**src/rtl/epc_pkg.sv**
```systemverilog
// ----------------------------------------------------------------------------
// epc_pkg: shared types and constants for the epoch to calendar converter
// Widths, reciprocal constants for the constant dividers, stage payload types
// and the cumulative month table.
// ----------------------------------------------------------------------------
package epc_pkg;

    localparam int EPOCH_W = 32;
    localparam int OFFS_W  = 17;
    localparam int LS_W    = 33;   // local seconds, never negative when used
    localparam int DAYS_W  = 17;
    localparam int SOD_W   = 17;
    localparam int D2K_W   = 16;   // days since 2000-01-01 inside the valid range
    localparam int YEAR_W  = 12;

    // x / 675 = (x * RECIP_675) >> 36, exact for x < 2**26  (86400 = 675 << 7)
    localparam logic [26:0] RECIP_675   = 27'd101806633;
    localparam int          SH_675      = 36;
    // x / 15, exact for x < 2**15
    localparam logic [15:0] RECIP_15_W  = 16'd34953;
    localparam int          SH_15_W     = 19;
    // x / 15, exact for x < 2**9
    localparam logic [9:0]  RECIP_15_N  = 10'd547;
    localparam int          SH_15_N     = 13;
    // x / 1461 (days in a four-year cycle), exact for x < 2**16
    localparam logic [16:0] RECIP_1461  = 17'd91868;
    localparam int          SH_1461     = 27;
    // x / 7, exact for x < 2**16
    localparam logic [16:0] RECIP_7     = 17'd74899;
    localparam int          SH_7        = 19;

    localparam logic [DAYS_W-1:0] DAYS_Y2000  = 17'd10957;  // 2000-01-01
    localparam logic [DAYS_W-1:0] DAYS_Y2099E = 17'd47481;  // 2099-12-31
    localparam logic [YEAR_W-1:0] YEAR_BASE   = 12'd2000;
    localparam logic [2:0]        WD_2000_OFS = 3'd5;       // 2000-01-01 was a Saturday

    typedef struct packed {
        logic              ok;
        logic [D2K_W-1:0]  d2k;
        logic [SOD_W-1:0]  sod;
    } split_t;

    typedef struct packed {
        logic              valid_res;
        logic [YEAR_W-1:0] year;
        logic [3:0]        month;
        logic [4:0]        day_of_month;
        logic [4:0]        hour;
        logic [5:0]        minute;
        logic [5:0]        second;
        logic [2:0]        weekday;
    } result_t;

    // Day of year at which month idx+1 starts.
    function automatic logic [8:0] month_start(input logic [3:0] idx, input logic leap);
        logic [8:0] s;
        begin
            case (idx)
                4'd0:    s = 9'd0;
                4'd1:    s = 9'd31;
                4'd2:    s = 9'd59;
                4'd3:    s = 9'd90;
                4'd4:    s = 9'd120;
                4'd5:    s = 9'd151;
                4'd6:    s = 9'd181;
                4'd7:    s = 9'd212;
                4'd8:    s = 9'd243;
                4'd9:    s = 9'd273;
                4'd10:   s = 9'd304;
                4'd11:   s = 9'd334;
                default: s = 9'd0;
            endcase
            if (leap && idx >= 4'd2)
            begin
                s = s + 9'd1;
            end
            return s;
        end
    endfunction

endpackage

```
**src/rtl/epoch_to_calendar_converter_core.sv**
```systemverilog
// ----------------------------------------------------------------------------
// epoch_to_calendar_converter_core: Unix epoch to local civil date and time
// Usage:
//   Input channel in_valid / in_ready carries one word, utc_epoch.
//   Output channel out_valid / out_ready carries one result word: valid_res,
//   year, month, day_of_month, hour, minute, second, weekday (Mon=1..Sun=7).
//   cfg_we writes cfg_wdata (signed seconds) into the UTC offset register;
//   write it only while the pipeline is empty.
//   Seven register stages lie between acceptance and out_valid (offset add,
//   1/86400 product, day split, reciprocal products, remainders, hour product
//   and year-in-cycle, month lookup into the output register). Throughput is
//   one word per cycle without stalls; the multiplier stages set the depth.
//   A zero epoch, negative local time or a year outside 2000..2099 gives a
//   word with valid_res low and all other fields zero.
//   Reset clears every stage valid bit and the offset register to zero.
//   When out_ready is low the words hold in place; empty stages still fill,
//   so up to seven words are held before in_ready drops.
// ----------------------------------------------------------------------------
module epoch_to_calendar_converter_core (
    input  logic                          clk,
    input  logic                          rst_n,
    input  logic                          cfg_we,
    input  logic [epc_pkg::OFFS_W-1:0]    cfg_wdata,
    input  logic                          in_valid,
    output logic                          in_ready,
    input  logic [epc_pkg::EPOCH_W-1:0]   utc_epoch,
    output logic                          out_valid,
    input  logic                          out_ready,
    output logic                          valid_res,
    output logic [epc_pkg::YEAR_W-1:0]    year,
    output logic [3:0]                    month,
    output logic [4:0]                    day_of_month,
    output logic [4:0]                    hour,
    output logic [5:0]                    minute,
    output logic [5:0]                    second,
    output logic [2:0]                    weekday
);
    import epc_pkg::*;

    logic [OFFS_W-1:0] offset_reg, offset_next;
    logic              mid_valid, mid_ready;
    split_t            mid_data;
    result_t           res;

    assign offset_next = cfg_we ? cfg_wdata : offset_reg;

    always_ff @(posedge clk or negedge rst_n)
    begin
        if (!rst_n)
        begin
            offset_reg <= '0;
        end
        else
        begin
            offset_reg <= offset_next;
        end
    end

    epc_day_split u_split (
        .clk        (clk),
        .rst_n      (rst_n),
        .in_valid   (in_valid),
        .in_ready   (in_ready),
        .utc_epoch  (utc_epoch),
        .utc_offset (offset_reg),
        .out_valid  (mid_valid),
        .out_ready  (mid_ready),
        .out_data   (mid_data)
    );

    epc_calendar u_cal (
        .clk       (clk),
        .rst_n     (rst_n),
        .in_valid  (mid_valid),
        .in_ready  (mid_ready),
        .in_data   (mid_data),
        .out_valid (out_valid),
        .out_ready (out_ready),
        .out_data  (res)
    );

    assign valid_res    = res.valid_res;
    assign year         = res.year;
    assign month        = res.month;
    assign day_of_month = res.day_of_month;
    assign hour         = res.hour;
    assign minute       = res.minute;
    assign second       = res.second;
    assign weekday      = res.weekday;

endmodule

```
**src/rtl/epc_day_split.sv**
```systemverilog
// ----------------------------------------------------------------------------
// epc_day_split: local seconds and day / second-of-day split
// Three stages: offset add, reciprocal multiply by 1/86400, remainder and
// range check. Each stage has its own valid bit; bubbles collapse on stall.
// ----------------------------------------------------------------------------
module epc_day_split (
    input  logic                          clk,
    input  logic                          rst_n,
    input  logic                          in_valid,
    output logic                          in_ready,
    input  logic [epc_pkg::EPOCH_W-1:0]   utc_epoch,
    input  logic [epc_pkg::OFFS_W-1:0]    utc_offset,
    output logic                          out_valid,
    input  logic                          out_ready,
    output epc_pkg::split_t               out_data
);
    import epc_pkg::*;

    logic [2:0] vld_reg;
    logic       adv0, adv1, adv2;

    logic [LS_W-1:0]   ls0_reg, ls0_next;
    logic              bad0_reg, bad0_next;
    logic [52:0]       prod1_reg, prod1_next;
    logic [LS_W-1:0]   ls1_reg;
    logic              bad1_reg;
    split_t            res2_reg, res2_next;

    logic [33:0]       loc_sec;
    logic [DAYS_W-1:0] days;
    logic [26:0]       hi_rem;

    assign adv2     = !vld_reg[2] || out_ready;
    assign adv1     = !vld_reg[1] || adv2;
    assign adv0     = !vld_reg[0] || adv1;
    assign in_ready = adv0;

    // stage 0: signed add, negative result flagged through bit 33
    always_comb
    begin
        loc_sec   = {2'b00, utc_epoch} + {{(34-OFFS_W){utc_offset[OFFS_W-1]}}, utc_offset};
        ls0_next  = loc_sec[LS_W-1:0];
        bad0_next = (utc_epoch == '0) || loc_sec[33];
    end

    // stage 1: days = (ls >> 7) / 675
    assign prod1_next = 53'(ls0_reg[LS_W-1:7]) * 53'(RECIP_675);

    // stage 2: second of day and range check
    always_comb
    begin
        days          = prod1_reg[52:SH_675];
        hi_rem        = 27'(ls1_reg[LS_W-1:7]) - 27'(days) * 27'd675;
        res2_next.sod = {hi_rem[9:0], ls1_reg[6:0]};
        res2_next.d2k = D2K_W'(days - DAYS_Y2000);
        res2_next.ok  = !bad1_reg && (days >= DAYS_Y2000) && (days <= DAYS_Y2099E);
    end

    always_ff @(posedge clk or negedge rst_n)
    begin
        if (!rst_n)
        begin
            vld_reg <= '0;
        end
        else
        begin
            if (adv0)
            begin
                vld_reg[0] <= in_valid;
            end
            if (adv1)
            begin
                vld_reg[1] <= vld_reg[0];
            end
            if (adv2)
            begin
                vld_reg[2] <= vld_reg[1];
            end
        end
    end

    always_ff @(posedge clk)
    begin
        if (adv0)
        begin
            ls0_reg  <= ls0_next;
            bad0_reg <= bad0_next;
        end
        if (adv1)
        begin
            prod1_reg <= prod1_next;
            ls1_reg   <= ls0_reg;
            bad1_reg  <= bad0_reg;
        end
        if (adv2)
        begin
            res2_reg <= res2_next;
        end
    end

    assign out_valid = vld_reg[2];
    assign out_data  = res2_reg;

endmodule

```
**src/rtl/epc_calendar.sv**
```systemverilog
// ----------------------------------------------------------------------------
// epc_calendar: day count and second of day to civil fields
// Four stages: reciprocal products, remainders, hour product and year within
// the four-year cycle, then hour / minute and month lookup into the output
// register. Invalid words leave with every field zero.
// ----------------------------------------------------------------------------
module epc_calendar (
    input  logic            clk,
    input  logic            rst_n,
    input  logic            in_valid,
    output logic            in_ready,
    input  epc_pkg::split_t in_data,
    output logic            out_valid,
    input  logic            out_ready,
    output epc_pkg::result_t out_data
);
    import epc_pkg::*;

    logic [3:0] vld_reg;
    logic       adv0, adv1, adv2, adv3;

    // stage 0
    logic [30:0]      pmin0_reg, pmin0_next;
    logic [32:0]      pcyc0_reg, pcyc0_next;
    logic [32:0]      pwd0_reg, pwd0_next;
    logic [SOD_W-1:0] sod0_reg;
    logic [D2K_W-1:0] d2k0_reg;
    logic             ok0_reg;
    logic [D2K_W-1:0] wdx0;
    // stage 1
    logic [10:0]      mins1_reg, mins1_next;
    logic [5:0]       sec1_reg, sec1_next;
    logic [4:0]       cyc1_reg, cyc1_next;
    logic [10:0]      r1_reg, r1_next;
    logic [2:0]       wd1_reg, wd1_next;
    logic             ok1_reg;
    logic [D2K_W-1:0] wdx1;
    logic [12:0]      q7;
    // stage 2
    logic [18:0]       phr2_reg, phr2_next;
    logic [10:0]       mins2_reg;
    logic [5:0]        sec2_reg;
    logic [YEAR_W-1:0] year2_reg, year2_next;
    logic [8:0]        doy2_reg, doy2_next;
    logic              leap2_reg, leap2_next;
    logic [2:0]        wd2_reg;
    logic              ok2_reg;
    logic [1:0]        yi;
    // stage 3
    result_t           res3_reg, res3_next;
    logic [4:0]        hour3;
    logic [3:0]        mi;
    logic [8:0]        mstart;

    assign adv3     = !vld_reg[3] || out_ready;
    assign adv2     = !vld_reg[2] || adv3;
    assign adv1     = !vld_reg[1] || adv2;
    assign adv0     = !vld_reg[0] || adv1;
    assign in_ready = adv0;

    // stage 0: minutes, four-year cycles and weeks as products
    always_comb
    begin
        wdx0       = in_data.d2k + D2K_W'(WD_2000_OFS);
        pmin0_next = 31'(in_data.sod[SOD_W-1:2]) * 31'(RECIP_15_W);
        pcyc0_next = 33'(in_data.d2k) * 33'(RECIP_1461);
        pwd0_next  = 33'(wdx0) * 33'(RECIP_7);
    end

    // stage 1: quotients and remainders
    always_comb
    begin
        wdx1       = d2k0_reg + D2K_W'(WD_2000_OFS);
        mins1_next = pmin0_reg[29:SH_15_W];
        sec1_next  = 6'(sod0_reg - 17'(mins1_next) * 17'd60);
        cyc1_next  = pcyc0_reg[31:SH_1461];
        r1_next    = 11'(d2k0_reg - 16'(cyc1_next) * 16'd1461);
        q7         = pwd0_reg[31:SH_7];
        wd1_next   = 3'(wdx1 - 16'(q7) * 16'd7) + 3'd1;
    end

    // stage 2: hour product, year inside the cycle (first year is leap)
    always_comb
    begin
        phr2_next = 19'(mins1_reg[10:2]) * 19'(RECIP_15_N);
        if (r1_reg < 11'd366)
        begin
            yi        = 2'd0;
            doy2_next = 9'(r1_reg);
        end
        else if (r1_reg < 11'd731)
        begin
            yi        = 2'd1;
            doy2_next = 9'(r1_reg - 11'd366);
        end
        else if (r1_reg < 11'd1096)
        begin
            yi        = 2'd2;
            doy2_next = 9'(r1_reg - 11'd731);
        end
        else
        begin
            yi        = 2'd3;
            doy2_next = 9'(r1_reg - 11'd1096);
        end
        leap2_next = (yi == 2'd0);
        year2_next = YEAR_BASE + YEAR_W'({cyc1_reg, 2'b00}) + YEAR_W'(yi);
    end

    // stage 3: hour / minute, month and day
    always_comb
    begin
        hour3 = phr2_reg[17:SH_15_N];
        mi    = 4'd0;
        for (int i = 1; i < 12; i++)
        begin
            if (doy2_reg >= month_start(4'(i), leap2_reg))
            begin
                mi = 4'(i);
            end
        end
        mstart = month_start(mi, leap2_reg);

        res3_next = '0;
        if (ok2_reg)
        begin
            res3_next.valid_res    = 1'b1;
            res3_next.year         = year2_reg;
            res3_next.month        = mi + 4'd1;
            res3_next.day_of_month = 5'(doy2_reg - mstart) + 5'd1;
            res3_next.hour         = hour3;
            res3_next.minute       = 6'(mins2_reg - 11'(hour3) * 11'd60);
            res3_next.second       = sec2_reg;
            res3_next.weekday      = wd2_reg;
        end
    end

    always_ff @(posedge clk or negedge rst_n)
    begin
        if (!rst_n)
        begin
            vld_reg <= '0;
        end
        else
        begin
            if (adv0)
            begin
                vld_reg[0] <= in_valid;
            end
            if (adv1)
            begin
                vld_reg[1] <= vld_reg[0];
            end
            if (adv2)
            begin
                vld_reg[2] <= vld_reg[1];
            end
            if (adv3)
            begin
                vld_reg[3] <= vld_reg[2];
            end
        end
    end

    always_ff @(posedge clk)
    begin
        if (adv0)
        begin
            pmin0_reg <= pmin0_next;
            pcyc0_reg <= pcyc0_next;
            pwd0_reg  <= pwd0_next;
            sod0_reg  <= in_data.sod;
            d2k0_reg  <= in_data.d2k;
            ok0_reg   <= in_data.ok;
        end
        if (adv1)
        begin
            mins1_reg <= mins1_next;
            sec1_reg  <= sec1_next;
            cyc1_reg  <= cyc1_next;
            r1_reg    <= r1_next;
            wd1_reg   <= wd1_next;
            ok1_reg   <= ok0_reg;
        end
        if (adv2)
        begin
            phr2_reg  <= phr2_next;
            mins2_reg <= mins1_reg;
            sec2_reg  <= sec1_reg;
            year2_reg <= year2_next;
            doy2_reg  <= doy2_next;
            leap2_reg <= leap2_next;
            wd2_reg   <= wd1_reg;
            ok2_reg   <= ok1_reg;
        end
        if (adv3)
        begin
            res3_reg <= res3_next;
        end
    end

    assign out_valid = vld_reg[3];
    assign out_data  = res3_reg;

    a_year_range: assert property (@(posedge clk) disable iff (!rst_n)
        out_valid && out_data.valid_res |->
            out_data.year >= YEAR_BASE && out_data.year <= 12'd2099)
        else $error("converted year outside 2000..2099");

    a_fields_range: assert property (@(posedge clk) disable iff (!rst_n)
        out_valid && out_data.valid_res |->
            out_data.month >= 4'd1 && out_data.month <= 4'd12 &&
            out_data.day_of_month >= 5'd1 && out_data.weekday != 3'd0 &&
            out_data.hour <= 5'd23 && out_data.minute <= 6'd59 &&
            out_data.second <= 6'd59)
        else $error("calendar field out of range");

    a_invalid_zero: assert property (@(posedge clk) disable iff (!rst_n)
        out_valid && !out_data.valid_res |-> out_data == '0)
        else $error("invalid word carries nonzero fields");

endmodule

```
**config.mk**
```make
export PLATFORM = sky130hd
export DESIGN_NAME = epoch_to_calendar_converter_core
export DESIGN_NICKNAME = d
export VERILOG_FILES = /design/src/rtl/epc_pkg.sv /design/src/rtl/epoch_to_calendar_converter_core.sv /design/src/rtl/epc_day_split.sv /design/src/rtl/epc_calendar.sv
export SDC_FILE = /design/constraint.sdc
export NUM_CORES = 2
export LEC_CHECK = 0
export BUFFER_PORTS_ARGS = -buffer_cell sky130_fd_sc_hd__clkbuf_2
export CORE_MARGIN = 2
export CORE_UTILIZATION = 62
export DETAILED_ROUTE_END_ITERATION = 16
export PLACE_DENSITY_LB_ADDON = 0.2
export SLEW_MARGIN = 10
export SYNTH_ARGS = -nofsm -noshare
export SYNTH_HDL_FRONTEND = slang
export SYNTH_SLANG_ARGS = --single-unit
```
**constraint.sdc**
```tcl
create_clock -name clk -period 8 [get_ports clk]
set_input_delay 0.8 -clock clk [delete_from_list [all_inputs] [get_ports clk]]
set_output_delay 0.8 -clock clk [all_outputs]
set_load 0.03 [all_outputs]
```
# Word-level counts from Yosys, hierarchy flattened
# Memory sizes are Yosys's and may differ from the RTL's.
# Cells that the tools add are included.
dict set report classes {
  add_sub_neg 19
  mul 10
  magnitude_cmp 17
  n_mux 29
  n_reduce_logical 21
}
# op count
set ops {}
lappend ops {{26-bit by 27-bit multiplier with 53-bit output (second input constant)} 1}
lappend ops {{42-bit 2-to-1 mux} 1}
lappend ops {{9-bit by 8-bit greater-or-equal comparator with 1-bit output} 4}
lappend ops {{33-bit by 17-bit adder with 34-bit output} 1}
lappend ops {{32-bit zero test} 1}
lappend ops {{16-bit by 17-bit multiplier with 32-bit output (second input constant)} 1}
lappend ops {{15-bit by 16-bit multiplier with 30-bit output (second input constant)} 1}
lappend ops {{16-bit by 15-bit multiplier with 30-bit output (second input constant)} 1}
lappend ops {{9-bit greater-or-equal comparator} 3}
lappend ops {{9-bit 2-to-1 mux} 3}
lappend ops {{4-bit 2-to-1 mux} 5}
lappend ops {{9-bit by 7-bit greater-or-equal comparator with 1-bit output} 2}
lappend ops {{9-bit by 10-bit multiplier with 18-bit output (second input constant)} 1}
lappend ops {{3-bit 2-to-1 mux} 6}
lappend ops {{17-bit by 14-bit greater-or-equal comparator with 1-bit output (second input constant)} 1}
lappend ops {{17-bit by 16-bit less-or-equal comparator with 1-bit output (second input constant)} 1}
lappend ops {{17-bit by 10-bit multiplier with 10-bit output (second input constant)} 1}
lappend ops {{16-bit by 3-bit adder with 16-bit output (second input constant)} 1}
lappend ops {{16-bit by 14-bit subtractor with 16-bit output (second input constant)} 1}
lappend ops {{13-bit by 3-bit multiplier with 3-bit output (second input constant)} 1}
lappend ops {{11-bit by 7-bit adder with 12-bit output (first input constant)} 1}
lappend ops {{12-bit by 2-bit adder with 12-bit output} 1}
lappend ops {{2-bit 2-to-1 mux} 6}
lappend ops {{6-bit subtractor} 2}
lappend ops {{other kinds (26)} 49}
dict set report totals {
  regBits 408
  mem_bits_ro 144
  out_inout_bits 44
  n_memories 1
}
# memory depth word_bits read_ports rd_clocked_by_memory_dff wr line
set mem_list {}
lappend mem_list {{(no name shown)} 16 9 1 0 0 epc_pkg.sv:58} ;# case (idx)

# Longest topological paths before layout
dict set report logic_depth {
  depth_word 18
  depth_mapped 26
  depth_no_buf 26
}

# Modules after synthesis
# A second synthesis with hierarchy kept.
dict set report hier_totals {
  cells_unflattened 3304
  hier_area_um2 35385.2
}
# module instances cells_each area_per_inst_um2 seq_area_each_um2
set modules_own_cells {}
lappend modules_own_cells {epc_calendar 1 1620 17888.4 4754.6}
lappend modules_own_cells {epc_day_split 1 1648 16811.1 3168.0}
lappend modules_own_cells {epoch_to_calendar_converter_core 1 36 685.7 425.4}

# Worst setup path before layout
# OpenSTA, ideal clock, no wires.
dict set report synth_timing {
  kind {register to register}
  from {register u_split.ls0_reg[17]}
  to {register u_split.prod1_reg[52] (data pin)}
  setup_ns 0.260
  arrival_ns 5.840
  required_ns 7.740
  slack_ns 1.900
  stages_incl_launch_ff 21
  path_buffers 0
  period_less_slack_ns 6.100
  path_cell_list {edfxtp_1 > ha_1 > inv_1 > fa_1 > fa_1 > fa_1 > inv_1 > fa_1 > inv_1 > fa_1 > fa_1 > inv_1 > ha_1 > and4_1 > a221oi_2 > nand3_1 > o21ai_2 > o31ai_2 > or4_1 > a31oi_1 > xnor2_1}
}
dict set report synth_between {
  elab_chain_len 1
}
# item line
set synth_rtl {}
lappend synth_rtl {{start: declaration} epc_day_split.sv:22} ;# logic [LS_W-1:0] ls0_reg, ls0_next;
lappend synth_rtl {{start signal: assignment} epc_day_split.sv:86} ;# ls0_reg <= ls0_next;
lappend synth_rtl {{26-bit by 27-bit multiplier with 53-bit output} epc_day_split.sv:47} ;# assign prod1_next = 53'(ls0_reg[LS_W-1:7]) * 53'(RECIP_675);
lappend synth_rtl {{via u_split.prod1_next[52]} epc_day_split.sv:24} ;# logic [52:0] prod1_reg, prod1_next;
lappend synth_rtl {{end signal: assignment} epc_day_split.sv:91} ;# prod1_reg <= prod1_next;
lappend synth_rtl {{end: declaration} epc_day_split.sv:24}
# The timed path passes the listed nets, and every way through them passes these cells.
# A chain may end at the register's enable or synchronous reset.

# Worst setup path in the final report
dict set report layout_timing {
  from {register u_split.ls0_reg[13]}
  to {register u_split.prod1_reg[52] (data pin)}
}
# Same word-level chain as after synthesis.

==> flow_metrics.env <==
export IMPL_die_h_um=240
export IMPL_path_clk_slew_ns=0.06
export IMPL_diodes=0
export IMPL_avgSynthCellArea_um2=10.9
export IMPL_yosysTopAreaCellShare=0.271
export IMPL_rr_endpoint="u_split.prod1_reg[52]"
export IMPL_synthTopCellsByArea="ha_1 (27%), edfxtp_1 (22%), fa_1 (22%)"
export IMPL_arrival_ns=7.03
export IMPL_cts_resized=0
export IMPL_cts_sinks=282
export IMPL_antenna_found_initial=0
export IMPL_required_ns=8.29
export IMPL_synth_fp_nets=4370
export IMPL_period_share=0.843
export IMPL_crit_path_end_kind="register"
export IMPL_antenna_left=0
export IMPL_clock_skew_ns=0.0195
export IMPL_synth_cell_types=78
export IMPL_rrSetupSlack_ns=1.25
export IMPL_final_util=0.673
export IMPL_drc=0
export IMPL_slew_viol_final=0
export IMPL_nets=4485
export IMPL_setup_violations=0
export IMPL_core_region_area_mm2=0.0552
export IMPL_hold_viol=0
export IMPL_slew_headroom=0.283
export IMPL_worstSetupPathType="reg2reg"
export IMPL_die_area_mm2=0.0578
export IMPL_largest_register_ffs=40
export IMPL_fill_cells=4261
export IMPL_clockBufferDepth=3
export IMPL_start_util=0.627
export IMPL_gr_usage_all_layers=0.271
export IMPL_post_cts_buffers=0
export IMPL_synth_commonest_cells="inv_1 (828), ha_1 (751), fa_1 (385)"
export IMPL_hold_path_class="in2async"
export IMPL_synth_edf_count=258
export IMPL_clockRootBuffer="clkbuf_16"
export IMPL_ys_ff_latch=282
export IMPL_rows=86
export IMPL_die_w_um=240
export IMPL_area_growth_pct=7.29
export IMPL_num_vias=22100
export IMPL_seq_area_mm2=0.00835
export IMPL_rsz0062_at_grt="no"
export IMPL_whs_ns=0.252
export IMPL_max_freq_mhz=148
export IMPL_numPortBuffers=97
export IMPL_cts_tree="built"
export IMPL_yosysWarningCount=0
export IMPL_grt_start_max_net_pins=43
export IMPL_io_pins=98
export IMPL_ys_flop_type="edfxtp_1"
export IMPL_cts_hold_buf=0
export IMPL_cts_max_level=2
export IMPL_dr_pass1_iters=7
export IMPL_crit_start="u_split.ls0_reg[13]"
export IMPL_grt_pass1_wl_mm=121
export IMPL_grt_overflow=0
export IMPL_synthArstFlopShare=0.0851
export IMPL_gp_congestion=0.968
export IMPL_tns_ns=0
export IMPL_wl_per_cell_um=18.4
export IMPL_reg2reg_depth=23
export IMPL_clock_latency_ns=0.57
export IMPL_rr_startpoint="u_split.ls0_reg[13]"
export IMPL_vias_per_cell=5.43
export IMPL_grt_pass1_vias=23500
export IMPL_setup_worst_path_start_class="register"
export IMPL_synth_top_area_cell="ha_1"
export IMPL_cap_viol_max_count=0
export IMPL_worstMarginPinSlew_ns=1.07
export IMPL_drtIter0Drc=883
export IMPL_drive_gt1_frac=0.0605
export IMPL_multi_input_area_mm2=0.0231
export IMPL_synth_seq_area_share=0.241
export IMPL_synth_most_common_cell="inv_1"
export IMPL_netlist_instances=3180
export IMPL_syn_area_mm2=0.0346
export IMPL_cp_max_fo=10
export IMPL_drt_total_wl_mm=74.9
export IMPL_period_needed_ns=6.75
export IMPL_cts_buffers=36
export IMPL_hpwl_mm=64.2
export IMPL_status="complete, no violations"
==> kinds of logic (layout without fill, tap and decap cells) <==
kind of cell,Yosys count,in the layout,synth area share
mux,18,18,0.00582
flops,282,282,0.241
buf+inv,857,999,0.0935
simple gates,357,357,0.0531
compound gates,358,358,0.0692
fa+ha+maj,1136,1136,0.494
xor+xnor,172,172,0.0435
==> placed cells by master, fill, tap and decap left out, types with 5 or more instances in the layout <==
master	n
a21oi_1	104
and3_1	10
o21bai_1	18
clkbuf_16	36
or2_2	8
buf_4	7
nor3_1	19
dfrtp_1	24
nand3_1	40
xnor2_1	134
a211oi_1	12
xor2_1	38
or3_1	5
nor2b_1	20
a22oi_1	5
a21o_1	50
clkbuf_1	6
nor4_1	10
nand2_1	71
o21ai_1	14
a31oi_1	13
o21a_1	24
fa_1	385
nand2b_1	14
inv_1	828
ha_1	751
edfxtp_1	258
clkinv_2	7
mux2_2	17
clkinv_1	7
and2_1	37
nor2_1	75
o21ai_0	49
clkbuf_2	97
nand4_1	24
o211ai_1	11
and4_1	5
==> critical path, stage by stage, from the launching register on <==
cell and delay [ns]:
edfxtp_1 0.66, inv_1 0.20, ha_1 0.37, inv_1 0.08, fa_1 0.45, ha_1 0.28, inv_1 0.06, fa_1 0.49
inv_1 0.05, fa_1 0.48, fa_1 0.57, inv_1 0.07, fa_1 0.53, inv_1 0.04, ha_1 0.18, a21oi_1 0.19
o21ai_1 0.11, a221oi_2 0.31, nand3_1 0.13, o21ai_2 0.21, o31ai_2 0.15, or4_1 0.51, a31oi_1 0.24, xnor2_1 0.11
==> per-stage QoR <==
| step | cell area [um^2] | instances | worst slack, ns |
|---|---|---|---|
| after floorplan | 34600 | 3180 | 1.90 |
| after global placement | 36000 | 4004 | 1.42 |
| after detailed placement | 36000 | 4004 | 1.30 |
| after CTS | 37100 | 4069 | 1.24 |
| after global routing | 37200 | 4070 | 0.921 |
| final | 37200 | 4070 | 1.25 |
==> area by class of cell <==
cell class / count / area share
multi-input cells: 2041 / 0.621
flip-flops and latches: 282 / 0.225
inverters: 829 / 0.0837
well taps: 748 / 0.0252
clock buffers: 42 / 0.0249
repair buffers: 105 / 0.0149
clock inverters: 23 / 0.00606
==> routing by layer <==
metal	up-vias	global-route usage	wire length, um
met5	-	0	0
met4	0	0.0809	2260
met3	132	0.0242	2250
met2	429	0.503	39100
met1	10900	0.333	31200
li1	10700	-	-
==> how the worst max path moves through the flow <==
| stage | to | cells past startpoint |
|---|---|---|
| after floorplan | u_split.prod1_reg[52] | 20 |
| after global placement | u_split.prod1_reg[52] | 20 |
| after detailed placement | u_cal.pwd0_reg[21] | 24 |
| after CTS | u_split.prod1_reg[52] | 23 |
| after global routing | u_split.prod1_reg[52] | 21 |
| final | u_split.prod1_reg[52] | 23 |
Power is left out: the tool's default activity adds up to more than one toggle a clock period on the data nets, which glitch-free logic cannot reach.
